File: src/hdl/assert_macros.svh
// Assertion macros used by the top-level RTL file of the frame allocator.
`ifndef ASSERT_MACROS_SVH
`define ASSERT_MACROS_SVH

// Same-cycle implication, sampled on clk, off while rst_n is low.
`define CFA_ASSERT_NOW(label, ante, cons, msg) \
    label: assert property (@(posedge clk) disable iff (!rst_n) (ante) |-> (cons)) \
        else $error(msg);

// Next-cycle implication, sampled on clk, off while rst_n is low.
`define CFA_ASSERT_NEXT(label, ante, cons, msg) \
    label: assert property (@(posedge clk) disable iff (!rst_n) (ante) |=> (cons)) \
        else $error(msg);

`endif

File: src/hdl/cfa_pkg.sv
// Types and constants shared by the frame allocator controller and datapath.
package cfa_pkg;

    localparam int LEN_W   = 9;   // page count and stored run length
    localparam int FM_W    = 9;   // frames_managed register
    localparam int BASE_W  = 20;  // base_frame register
    localparam int FRAME_W = 21;  // result frame number
    localparam int FREE_W  = 9;   // result free frame count
    localparam int IDX_W   = 8;   // release index

    localparam logic OP_ALLOC = 1'b0;
    localparam logic OP_FREE  = 1'b1;

    typedef enum logic [1:0] {
        ST_OK      = 2'd0,
        ST_NOSPACE = 2'd1,
        ST_NOTUSED = 2'd2
    } status_t;

    typedef enum logic [3:0] {
        DP_NONE,
        DP_CLEAR,
        DP_LATCH,
        DP_INIT_SCAN,
        DP_SCAN,
        DP_MARK,
        DP_INIT_FREE,
        DP_INIT_WALK,
        DP_WALK,
        DP_LOAD
    } dp_op_t;

    typedef struct packed {
        dp_op_t  op;
        status_t res_status;
    } cmd_t;

    typedef struct packed {
        logic is_free;
        logic count_ok;
        logic idx_ok;
        logic clear_done;
        logic scan_hit;
        logic scan_end;
        logic rem_zero;
        logic rd_used;
        logic walk_end;
        logic out_busy;
    } sts_t;

endpackage

File: src/hdl/contiguous_frame_allocator.sv
// Contiguous frame allocator: first-fit allocation and release of page frame runs.
//
// Requests enter on the s_ stream (s_tuser = operation, s_tdata = page count and
// release index); one result beat leaves on the m_ stream for every request.
// Registers on the APB port: frames_managed at 0x0, base_frame at 0x4.
// After reset the frame map is swept clear, one entry a cycle; s_tready stays
// low while that pass runs, register writes are taken.
// One request is in work at a time. An allocate reads L map entries in its
// first-fit scan (one per cycle through the single map read port, at most the
// managed limit) and then marks the N requested pages; a failed allocate ends
// after the scan, or before it when the page count is zero or above the limit.
// A free walks the map for R entries, R being the stored run length.
// The result is held in an output register: while the receiver stalls, the
// block still takes one further request and works it up to its result, then
// waits until the held beat is taken.
module contiguous_frame_allocator
#(
    parameter int NUM_FRAMES = 256
)
(
    input  logic        clk,
    input  logic        rst_n,
    input  logic        s_tvalid,
    output logic        s_tready,
    input  logic [23:0] s_tdata,   // [8:0] page_count, [16:9] release_index
    input  logic        s_tuser,   // [0] operation
    output logic        m_tvalid,
    input  logic        m_tready,
    output logic [31:0] m_tdata,   // [1:0] status, [22:2] frame_number, [31:23] free_frames
    input  logic        psel,
    input  logic        penable,
    input  logic        pwrite,
    input  logic [2:0]  paddr,
    input  logic [31:0] pwdata,
    output logic [31:0] prdata,
    output logic        pready
);

`include "assert_macros.svh"

    localparam logic REG_FRAMES_MANAGED = 1'b0;
    localparam logic REG_BASE_FRAME     = 1'b1;

    logic [cfa_pkg::FM_W-1:0]    fm_reg;
    logic [cfa_pkg::BASE_W-1:0]  base_reg;
    logic                        cfg_we;

    cfa_pkg::cmd_t               cmd;
    cfa_pkg::sts_t               sts;
    logic                        out_valid;
    cfa_pkg::status_t            out_status;
    logic [cfa_pkg::FRAME_W-1:0] out_frame;
    logic [cfa_pkg::FREE_W-1:0]  out_free;

    assign pready = 1'b1;
    assign cfg_we = psel && penable && pwrite && pready;

    always_ff @(posedge clk or negedge rst_n)
    begin
        if (!rst_n)
        begin
            fm_reg   <= cfa_pkg::FM_W'(256);
            base_reg <= '0;
        end
        else if (cfg_we)
        begin
            if (paddr[2] == REG_FRAMES_MANAGED)
                fm_reg <= pwdata[cfa_pkg::FM_W-1:0];
            else
                base_reg <= pwdata[cfa_pkg::BASE_W-1:0];
        end
    end

    assign prdata = (paddr[2] == REG_BASE_FRAME) ? 32'(base_reg) : 32'(fm_reg);

    cfa_ctrl u_ctrl
    (
        .clk      (clk),
        .rst_n    (rst_n),
        .in_valid (s_tvalid),
        .in_ready (s_tready),
        .sts      (sts),
        .cmd      (cmd)
    );

    cfa_dp #(
        .NUM_FRAMES (NUM_FRAMES)
    ) u_dp
    (
        .clk            (clk),
        .rst_n          (rst_n),
        .cmd            (cmd),
        .sts            (sts),
        .in_op          (s_tuser),
        .in_count       (s_tdata[8:0]),
        .in_idx         (s_tdata[16:9]),
        .frames_managed (fm_reg),
        .base_frame     (base_reg),
        .out_ready      (m_tready),
        .out_valid      (out_valid),
        .out_status     (out_status),
        .out_frame      (out_frame),
        .out_free       (out_free)
    );

    assign m_tvalid = out_valid;
    assign m_tdata  = {out_free, out_frame, out_status};

    // a failed request never carries a frame number
    `CFA_ASSERT_NOW(a_fail_no_frame, out_valid && (out_status != cfa_pkg::ST_OK), out_frame == '0, "failed result carries a frame number")
    // free count never exceeds the managed frames
    `CFA_ASSERT_NOW(a_free_bound, out_valid, out_free <= fm_reg, "free_frames above frames_managed")
    // a result beat only appears after the controller loads it
    `CFA_ASSERT_NOW(a_load_origin, $rose(out_valid), $past(cmd.op == cfa_pkg::DP_LOAD), "result beat without a load")
    // no new request is taken while the map clearing or a request is in work
    `CFA_ASSERT_NEXT(a_accept_idle, s_tvalid && s_tready, !s_tready, "second request taken while busy")

endmodule

File: src/hdl/cfa_ctrl.sv
// Sequencing state machine of the frame allocator.
module cfa_ctrl
(
    input  logic          clk,
    input  logic          rst_n,
    input  logic          in_valid,
    output logic          in_ready,
    input  cfa_pkg::sts_t sts,
    output cfa_pkg::cmd_t cmd
);

    typedef enum logic [3:0] {
        S_CLEAR,
        S_IDLE,
        S_CHECK,
        S_SCAN,
        S_MARK,
        S_FREE_RD,
        S_FREE_CHK,
        S_WALK,
        S_FINISH
    } state_t;

    state_t            state_reg;
    state_t            state_next;
    cfa_pkg::status_t  st_reg;
    cfa_pkg::status_t  st_next;

    assign in_ready = (state_reg == S_IDLE);

    always_comb
    begin
        state_next     = state_reg;
        st_next        = st_reg;
        cmd.op         = cfa_pkg::DP_NONE;
        cmd.res_status = st_reg;
        unique case (state_reg)
            S_CLEAR:
            begin
                cmd.op = cfa_pkg::DP_CLEAR;
                if (sts.clear_done)
                    state_next = S_IDLE;
            end
            S_IDLE:
            begin
                if (in_valid)
                begin
                    cmd.op     = cfa_pkg::DP_LATCH;
                    state_next = S_CHECK;
                end
            end
            S_CHECK:
            begin
                if (sts.is_free)
                begin
                    if (!sts.idx_ok)
                    begin
                        st_next    = cfa_pkg::ST_NOTUSED;
                        state_next = S_FINISH;
                    end
                    else
                    begin
                        cmd.op     = cfa_pkg::DP_INIT_FREE;
                        state_next = S_FREE_RD;
                    end
                end
                else if (!sts.count_ok)
                begin
                    st_next    = cfa_pkg::ST_NOSPACE;
                    state_next = S_FINISH;
                end
                else
                begin
                    cmd.op     = cfa_pkg::DP_INIT_SCAN;
                    state_next = S_SCAN;
                end
            end
            S_SCAN:
            begin
                cmd.op = cfa_pkg::DP_SCAN;
                if (sts.scan_hit)
                    state_next = S_MARK;
                else if (sts.scan_end)
                begin
                    st_next    = cfa_pkg::ST_NOSPACE;
                    state_next = S_FINISH;
                end
            end
            S_MARK:
            begin
                cmd.op = cfa_pkg::DP_MARK;
                if (sts.rem_zero)
                begin
                    st_next    = cfa_pkg::ST_OK;
                    state_next = S_FINISH;
                end
            end
            S_FREE_RD:
            begin
                state_next = S_FREE_CHK;
            end
            S_FREE_CHK:
            begin
                if (!sts.rd_used)
                begin
                    st_next    = cfa_pkg::ST_NOTUSED;
                    state_next = S_FINISH;
                end
                else
                begin
                    cmd.op     = cfa_pkg::DP_INIT_WALK;
                    state_next = S_WALK;
                end
            end
            S_WALK:
            begin
                cmd.op = cfa_pkg::DP_WALK;
                if (sts.walk_end)
                begin
                    st_next    = cfa_pkg::ST_OK;
                    state_next = S_FINISH;
                end
            end
            S_FINISH:
            begin
                // hold the finished result until the output slot is free
                if (!sts.out_busy)
                begin
                    cmd.op     = cfa_pkg::DP_LOAD;
                    state_next = S_IDLE;
                end
            end
            default:
            begin
                state_next = S_CLEAR;
            end
        endcase
    end

    always_ff @(posedge clk or negedge rst_n)
    begin
        if (!rst_n)
        begin
            state_reg <= S_CLEAR;
            st_reg    <= cfa_pkg::ST_OK;
        end
        else
        begin
            state_reg <= state_next;
            st_reg    <= st_next;
        end
    end

endmodule

File: src/hdl/cfa_dp.sv
// Datapath of the frame allocator: frame map memory, counters and result register.
module cfa_dp
#(
    parameter int NUM_FRAMES = 256
)
(
    input  logic                          clk,
    input  logic                          rst_n,
    input  cfa_pkg::cmd_t                 cmd,
    output cfa_pkg::sts_t                 sts,
    input  logic                          in_op,
    input  logic [cfa_pkg::LEN_W-1:0]     in_count,
    input  logic [cfa_pkg::IDX_W-1:0]     in_idx,
    input  logic [cfa_pkg::FM_W-1:0]      frames_managed,
    input  logic [cfa_pkg::BASE_W-1:0]    base_frame,
    input  logic                          out_ready,
    output logic                          out_valid,
    output cfa_pkg::status_t              out_status,
    output logic [cfa_pkg::FRAME_W-1:0]   out_frame,
    output logic [cfa_pkg::FREE_W-1:0]    out_free
);

    localparam int IW  = $clog2(NUM_FRAMES);
    localparam int CW  = $clog2(NUM_FRAMES + 1);
    localparam int XW  = ((CW > cfa_pkg::LEN_W) ? CW : cfa_pkg::LEN_W) + 1;
    localparam int SW  = ((IW > cfa_pkg::LEN_W) ? IW : cfa_pkg::LEN_W) + 1;
    localparam logic [CW-1:0] NUM_C = CW'(NUM_FRAMES);

    typedef struct packed {
        logic                      used;
        logic [cfa_pkg::LEN_W-1:0] len;
    } entry_t;

    entry_t mem [NUM_FRAMES];

    entry_t                      rdata_reg;
    logic [IW-1:0]               probe_reg;
    logic [CW-1:0]               addr_reg;
    logic                        pv_reg;
    logic [CW-1:0]               used_reg;
    logic                        op_reg;
    logic [cfa_pkg::LEN_W-1:0]   count_reg;
    logic [cfa_pkg::IDX_W-1:0]   idx_reg;
    logic [cfa_pkg::LEN_W-1:0]   rem_reg;
    logic [cfa_pkg::LEN_W-1:0]   run_reg;
    logic [IW-1:0]               start_reg;
    logic                        out_valid_reg;
    cfa_pkg::status_t            status_reg;
    logic [cfa_pkg::FRAME_W-1:0] frame_reg;
    logic [cfa_pkg::FREE_W-1:0]  free_reg;

    logic [XW-1:0]               lim_x;
    logic [CW-1:0]               lim;
    logic                        scan_issue;
    logic                        walk_issue;
    logic [cfa_pkg::LEN_W:0]     run_inc;
    logic                        scan_hit;
    logic [SW-1:0]               start_wide;
    logic [IW-1:0]               start_calc;
    logic                        we;
    logic [IW-1:0]               wa;
    entry_t                      wd;
    logic                        alloc_ok;

    // managed limit is min(frames_managed, NUM_FRAMES)
    assign lim_x = (XW'(frames_managed) < XW'(NUM_FRAMES)) ? XW'(frames_managed)
                                                           : XW'(NUM_FRAMES);
    assign lim   = CW'(lim_x);

    assign scan_issue = (addr_reg < lim);
    assign walk_issue = (rem_reg != '0) && (addr_reg < NUM_C);
    assign run_inc    = {1'b0, run_reg} + 1'b1;
    assign scan_hit   = pv_reg && !rdata_reg.used && (run_inc == {1'b0, count_reg});
    assign start_wide = SW'(probe_reg) + SW'(1) - SW'(count_reg);
    assign start_calc = start_wide[IW-1:0];

    always_comb
    begin
        sts.is_free    = (op_reg == cfa_pkg::OP_FREE);
        sts.count_ok   = (count_reg != '0) && (XW'(count_reg) <= lim_x);
        sts.idx_ok     = (XW'(idx_reg) < XW'(NUM_FRAMES));
        sts.clear_done = (addr_reg == NUM_C);
        sts.scan_hit   = scan_hit;
        sts.scan_end   = !pv_reg && !scan_issue;
        sts.rem_zero   = (rem_reg == '0);
        sts.rd_used    = rdata_reg.used;
        sts.walk_end   = !pv_reg && !walk_issue;
        sts.out_busy   = out_valid_reg && !out_ready;
    end

    // map write port
    always_comb
    begin
        we = 1'b0;
        wa = addr_reg[IW-1:0];
        wd = '{used: 1'b0, len: rdata_reg.len};
        unique case (cmd.op)
            cfa_pkg::DP_CLEAR:
            begin
                we = (addr_reg < NUM_C);
            end
            cfa_pkg::DP_MARK:
            begin
                we = (rem_reg != '0);
                wd = '{used: 1'b1, len: count_reg};
            end
            cfa_pkg::DP_WALK:
            begin
                // write back, as free, the frame whose entry the read register holds
                we = pv_reg;
                wa = probe_reg;
            end
            default:
            begin
                we = 1'b0;
            end
        endcase
    end

    always_ff @(posedge clk)
    begin
        if (we)
            mem[wa] <= wd;
        rdata_reg <= mem[addr_reg[IW-1:0]];
        probe_reg <= addr_reg[IW-1:0];
    end

    always_ff @(posedge clk or negedge rst_n)
    begin
        if (!rst_n)
        begin
            addr_reg      <= '0;
            pv_reg        <= 1'b0;
            used_reg      <= '0;
            out_valid_reg <= 1'b0;
        end
        else
        begin
            if (cmd.op == cfa_pkg::DP_LOAD)
                out_valid_reg <= 1'b1;
            else if (out_ready)
                out_valid_reg <= 1'b0;

            unique case (cmd.op)
                cfa_pkg::DP_CLEAR:
                begin
                    if (addr_reg < NUM_C)
                        addr_reg <= addr_reg + 1'b1;
                end
                cfa_pkg::DP_INIT_SCAN:
                begin
                    addr_reg <= '0;
                    pv_reg   <= 1'b0;
                end
                cfa_pkg::DP_SCAN:
                begin
                    if (scan_hit)
                    begin
                        addr_reg <= CW'(start_calc);
                        pv_reg   <= 1'b0;
                        used_reg <= used_reg + CW'(count_reg);
                    end
                    else
                    begin
                        pv_reg <= scan_issue;
                        if (scan_issue)
                            addr_reg <= addr_reg + 1'b1;
                    end
                end
                cfa_pkg::DP_MARK:
                begin
                    if (rem_reg != '0)
                        addr_reg <= addr_reg + 1'b1;
                end
                cfa_pkg::DP_INIT_FREE:
                begin
                    addr_reg <= CW'(idx_reg);
                    pv_reg   <= 1'b0;
                end
                cfa_pkg::DP_INIT_WALK:
                begin
                    pv_reg <= 1'b0;
                end
                cfa_pkg::DP_WALK:
                begin
                    pv_reg <= walk_issue;
                    if (walk_issue)
                        addr_reg <= addr_reg + 1'b1;
                    // frames already free inside the span are not counted
                    if (pv_reg && rdata_reg.used && (used_reg != '0))
                        used_reg <= used_reg - 1'b1;
                end
                default:
                begin
                end
            endcase
        end
    end

    assign alloc_ok = (cmd.res_status == cfa_pkg::ST_OK) && (op_reg == cfa_pkg::OP_ALLOC);

    always_ff @(posedge clk)
    begin
        unique case (cmd.op)
            cfa_pkg::DP_LATCH:
            begin
                op_reg    <= in_op;
                count_reg <= in_count;
                idx_reg   <= in_idx;
            end
            cfa_pkg::DP_INIT_SCAN:
            begin
                run_reg <= '0;
            end
            cfa_pkg::DP_SCAN:
            begin
                if (pv_reg)
                    run_reg <= rdata_reg.used ? '0 : run_inc[cfa_pkg::LEN_W-1:0];
                if (scan_hit)
                begin
                    start_reg <= start_calc;
                    rem_reg   <= count_reg;
                end
            end
            cfa_pkg::DP_MARK:
            begin
                if (rem_reg != '0)
                    rem_reg <= rem_reg - 1'b1;
            end
            cfa_pkg::DP_INIT_WALK:
            begin
                rem_reg <= rdata_reg.len;
            end
            cfa_pkg::DP_WALK:
            begin
                if (walk_issue)
                    rem_reg <= rem_reg - 1'b1;
            end
            cfa_pkg::DP_LOAD:
            begin
                status_reg <= cmd.res_status;
                frame_reg  <= alloc_ok ? (cfa_pkg::FRAME_W'(base_frame)
                                          + cfa_pkg::FRAME_W'(start_reg)) : '0;
                free_reg   <= (lim > used_reg) ? cfa_pkg::FREE_W'(lim - used_reg) : '0;
            end
            default:
            begin
            end
        endcase
    end

    assign out_valid  = out_valid_reg;
    assign out_status = status_reg;
    assign out_frame  = frame_reg;
    assign out_free   = free_reg;

endmodule
File: config.mk
export PLATFORM = sky130hd
export DESIGN_NAME = contiguous_frame_allocator
export DESIGN_NICKNAME = d
export VERILOG_FILES = /design/src/hdl/cfa_pkg.sv /design/src/hdl/contiguous_frame_allocator.sv /design/src/hdl/cfa_ctrl.sv /design/src/hdl/cfa_dp.sv
export VERILOG_INCLUDE_DIRS = /design/src /design/src/hdl
export SDC_FILE = /design/constraint.sdc
export NUM_CORES = 2
export LEC_CHECK = 0
export BUFFER_PORTS_ARGS = -buffer_cell sky130_fd_sc_hd__buf_2
export CORE_MARGIN = 2
export CORE_UTILIZATION = 37
export CTS_BUF_LIST = sky130_fd_sc_hd__clkbuf_4 sky130_fd_sc_hd__clkbuf_8
export DETAILED_ROUTE_END_ITERATION = 6
export SYNTH_ARGS = -nofsm -noshare
export SYNTH_HDL_FRONTEND = slang
export SYNTH_SLANG_ARGS = --single-unit
File: constraint.sdc
create_clock -name clk -period 10.8 [get_ports clk]
set_input_delay 0 -clock clk [delete_from_list [all_inputs] [get_ports clk]]
set_output_delay 0 -clock clk [all_outputs]
set_load 0.01 [all_outputs]
== Word level (Yosys, flattened, before mapping) ==
Memory sizes are Yosys's and may differ from the RTL's. A register that Yosys moved wholly into a read port is not among the register bits.
Cells that the tools add are included.
Word-level totals
  register bits after elaboration: 139
  output and inout port bits: 67
  bits in writable memories: 2560
  memories kept: 1
Cells by class
  reduce and logical (&&, ||, !) cells: 40
  mux-type cells: 52
  $lt $le $gt $ge: 5
  $add $sub $neg: 9
  bitwise operators: 2
  equal/unequal tests: 37
Memories
  u_dp.mem: words 256, width 10, read ports 1, clocked after memory_dff 1, wr ports 1, RTL line cfa_dp.sv:34  | entry_t mem [NUM_FRAMES];
Operator list (number)
  2-to-1 mux 9 bit: 13
  one-hot mux 9 bit (6 select lines): 1
  2-to-1 mux 4 bit: 12
  one-hot mux 4 bit (9 select lines): 1
  one-hot mux 9 bit (2 select lines): 2
  one-hot mux 9 bit (4 select lines): 1
  == test 4 x 3 -> 1 bit, second input constant: 8
  one-hot mux 4 bit (8 select lines): 1
  nonzero test 9 bit: 3
  adder 20 x 8 -> 21 bit: 1
  2-to-1 mux 20 bit: 1
  != test 2 bit, second input constant: 10
  < comparator 9 bit, second input constant: 2
  2-to-1 mux 2 bit: 9
  subtractor 9 x 1 -> 9 bit, second input constant: 2
  == test 4 x 2 -> 1 bit, second input constant: 4
  == test 4 bit, second input constant: 3
  logical AND 1 bit: 12
  != test 2 x 1 -> 1 bit, second input constant: 6
  adder 9 x 1 -> 10 bit, second input constant: 1
  == test 10 x 9 -> 1 bit: 1
  2-to-1 mux 10 bit: 1
  one-hot mux 2 bit (5 select lines): 1
  adder 9 x 1 -> 9 bit, second input constant: 1
  other kinds (32): 48

== Logic depth before layout (Yosys ltp) ==
  depth after elaboration: 11
  gate-level depth with buffers: 15
  depth with buffers taken out: 13

== Cells and area by module ==
A second synthesis with hierarchy kept.
Second synthesis, totals
  cells, all modules: 5200
  area total of the unflattened synthesis: 106667.3 µm²
Modules (own cells, without submodules)
  cfa_dp: cells each 5037, area each 104630.3 µm², times used 1
  contiguous_frame_allocator: cells each 99, area each 1471.4 µm², times used 1
  cfa_ctrl: cells each 64, area each 565.5 µm², times used 1

== Least setup slack after synthesis ==
Ideal clock, no wire load.
  path type: register to register
  from: reg u_ctrl.state_reg[0]
  to: mem u_dp.mem[0][0] (netlist bit), data pin
  path slack: 2.784 ns
  cell stages (with the launch flop): 6
  period minus slack after synthesis: 8.016 ns
  arrival time: 7.459 ns
  path buffers: 2
  path through: dfrtp_1 -> clkbuf_1 -> nor2_1 -> and2_1 -> clkbuf_1 -> mux2_2
RTL lines
  from (decl): RTL line cfa_ctrl.sv:24  | state_t state_reg;
  from (signal assigned): RTL line cfa_ctrl.sv:149  | state_reg <= state_next;
  to (decl): RTL line cfa_dp.sv:34

==> qor.yml <==
r2r_slack_ns: 5.71
final_util_pct: 42.26
p_total_uw: 31810
cap_violations: 0
fin_skew_ns: 0.1379
cts.path.max_buffers: 4
grt_use_total_pct: 17.78
crit_chain: "buf_4, buf_4, buf_4, mux4_2, mux4_2, mux2i_1, a2111oi_0, a41o_1"
drt-total-wl_um: 265100
cp-end-kind: "flop"
reg2reg_depth: 8
rr_endpoint: "u_dp.rdata_reg[4]"
p_int_uw: 21460
drive_above_1_share_pct: 30.42
die_h_um: 542.5
powerDensity_mw_per_mm2: 261.3
drt-wirelength-per-cell_um: 27.57
critical_path.max_fanout: 41
p_switching_uw: 10360
postSynthCellCount: 5015
vias: 52813
synth.avg_cell_area_um2: 21.39
avgViaCountPerCell: 5.492
cts_hold_buf: 83
multi_input_area_mm2: 0.02510
fmax_mhz: 196.3
htree_levels: 5
ys_types: 73
fillers: 24817
hold_viol_final: 0
start_util_pct: 37.23
p_leak_uw: 0.03851
slew_headroom_pct: 13.81
slowest_stage: "buf_4"
gp_congestion: 0.8527
syn_to_final_growth_pct: 13.51
yosysWarnings: 0
dieArea_mm2: 0.2943
cts-resized-gates: 0
critPathArrivalTime_ns: 5.99
ys_seq_area_share_pct: 75.41
crit_path_frequent_cell: "buf_4"
pwr-share-seq_pct: 42.6
synth_flop_cell: "edfxtp_1"
power.share.combinational_pct: 30.5
startpoint_type: "flop"
synth_edf_count: 2636
io_buffers: 99
worst_slew_pin_slew_ns: 1.288
setup_tns_ns: 0
cts_tree: "done"
num_io_pins: 134
synthTopCellsByArea: "edfxtp_1, mux4_2, dfrtp_1"
p_clk_share_pct: 27.0
first_global_vias: 53068
cts_sinks: 2709
rr_startpoint: "u_dp.addr_reg[0]"
placed_cells: 8751
coreArea_mm2: 0.2881
critPathRequiredTime_ns: 11.70
finalCriticalPeriod_ns: 5.093
setup.worst_path.end: "u_dp.rdata_reg[4]"
drc: 0
cts_made_buffers: 439
worstSkewPairLatency_ns: 1.06
rsz0062_at_grt: "no"
status: "finished clean"
die_w_um: 542.5
ys_ff_latch: 2709
grt_max_degree: 238
grt_pass1_wl_um: 380900
maxSlewViolCount: 0
nets: 5626
path_class: "flop to flop"
ant_nets: 0
register_area_mm2: 0.08091
largest_register_ffs: 2560
drtIter0Drc: 5292
final.period_utilization_pct: 47.16
hpwl_um: 154700
antenna_found_initial: 6
netlist_area_mm2: 0.1073
dr.pass1.iters: 5
gr-total-overflow: 0
root_buffer: "clkbuf_8"
fin_cells: 9616
setup_viol: 0
max-vdd-ir-drop_uv: 214.5
switching_share_pct: 32.55
startpoint: "u_dp.addr_reg[0]"
slowest_delay_ns: 0.79
path_clk_slew_ns: 0.07
synth_top_area_cell: "edfxtp_1"
hp-class: "primary input to flop"
rows: 197
cts_setup_buffers: 0
async_flop_share_pct: 2.030
synth_top_area_share_pct: 73.79
==> kinds of logic (layout without fill, tap and decap cells) <==
| kind of cell | Yosys count | in the layout | synth area share, % |
|---|---|---|---|
| simple gates | 680 | 680 | 2.805 |
| fa+ha+maj | 65 | 65 | 0.7861 |
| xor+xnor | 53 | 53 | 0.4712 |
| compound gates | 294 | 294 | 1.867 |
| other cells | 2 | 19 | 0.007001 |
| buf+inv | 344 | 1147 | 1.452 |
| mux | 868 | 868 | 17.21 |
| flops | 2709 | 2709 | 75.41 |
==> worst min path at each step <==
| stage | from | to | cells after the start |
|---|---|---|---|
| after floorplan | rst_n | base_reg[0] | 0 |
| after global placement | s_tdata[16] | u_dp.idx_reg[7] | 1 |
| after global routing | penable | fm_reg[6] | 4 |
| after CTS | penable | fm_reg[6] | 4 |
| final | penable | base_reg[6] | 3 |
| after detailed placement | s_tdata[5] | u_dp.count_reg[5] | 1 |
==> power by group through the flow <==
stage / logic, uW / registers [uW] / clock network, uW
floorplan: 6270 / 13700 / 0
global placement: 9640 / 13700 / 0
detailed placement: 9800 / 13700 / 0
CTS: 9840 / 13500 / 8760
global route: 10300 / 13600 / 9180
finish: 9700 / 13500 / 8570
==> routing by layer <==
metal  GRT usage (%)  share of wire [%]  vias to the layer above
li1                -                  -                    21898
met1           24.73                 42                    28175
met2           28.07                 47                     2268
met3           3.699                7.9                      470
met4           5.656                2.9                        2
met5               0             0.0026                        -
==> cells in the mapped netlist, types with 15 or more instances <==
cell      instances
and3_1           16
mux2_2           48
a211oi_1         19
dfxtp_1          18
a22o_1           16
nor2_1          350
inv_1            58
nor3_1           31
xnor2_1          35
nand2_1         128
dfrtp_1          54
nand3_1          50
buf_2            77
o21ai_0          66
buf_4            31
nor2b_1          21
a221oi_1         17
mux2i_1          44
a21oi_1          42
edfxtp_1       2636
clkbuf_1        139
o22ai_1          23
xor2_1           15
and2_1           19
ha_1             61
buf_1            30
o31ai_1          15
mux4_2          776
a22oi_1          33
==> cell usage in the layout (no fill, tap or decap), types with 17 or more instances in the layout <==
cell           count
edfxtp_1        2636
mux4_2           776
clkbuf_8         449
nor2_1           348
clkbuf_4         168
nand2_1          128
buf_4            123
buf_2             99
clkinv_1          97
dlygate4sd3_1     83
o21ai_0           66
ha_1              61
inv_1             58
dfrtp_1           49
mux2i_1           44
a21oi_1           42
mux2_2            39
xnor2_1           35
clkinv_2          35
nand3_1           34
a22oi_1           33
nor3_1            30
o22ai_1           23
a211oi_1          19
nor2b_1           18
and2_1            18
dfxtp_1           18
a221oi_1          17
==> metrics by stage <==
| step | hold slack, ns | instance area [um2] | worst slack (ns) |
|---|---|---|---|
| 5_1_grt | 0.2849 | 121800 | 5.305 |
| 3_3_place_gp | 0.1797 | 112500 | 5.523 |
| 2_1_floorplan | -0.2956 | 107300 | 2.784 |
| 4_1_cts | 0.1961 | 121800 | 5.542 |
| 3_5_place_dp | 0.1781 | 112500 | 5.540 |
| 6_report | 0.2760 | 121800 | 5.707 |
==> final cells by class <==
type	instances	area share, %
flip-flops and latches	2709	66.44
multi-input cells	1973	20.61
clock buffers	617	6.110
well taps	3781	3.885
repair buffers	312	1.962
clock inverters	159	0.7901
inverters	59	0.1819
diodes	6	0.01233
==> worst max-delay path: cells and delay by family, from the launching register on <==
family                 cells  cell delay [ns]
DFF                        1             0.66
muxes                      3             1.76
AOI/OAI and AO/OA          2             0.48
buffers and inverters      3             1.97
Power figures use the tool's default switching activity.
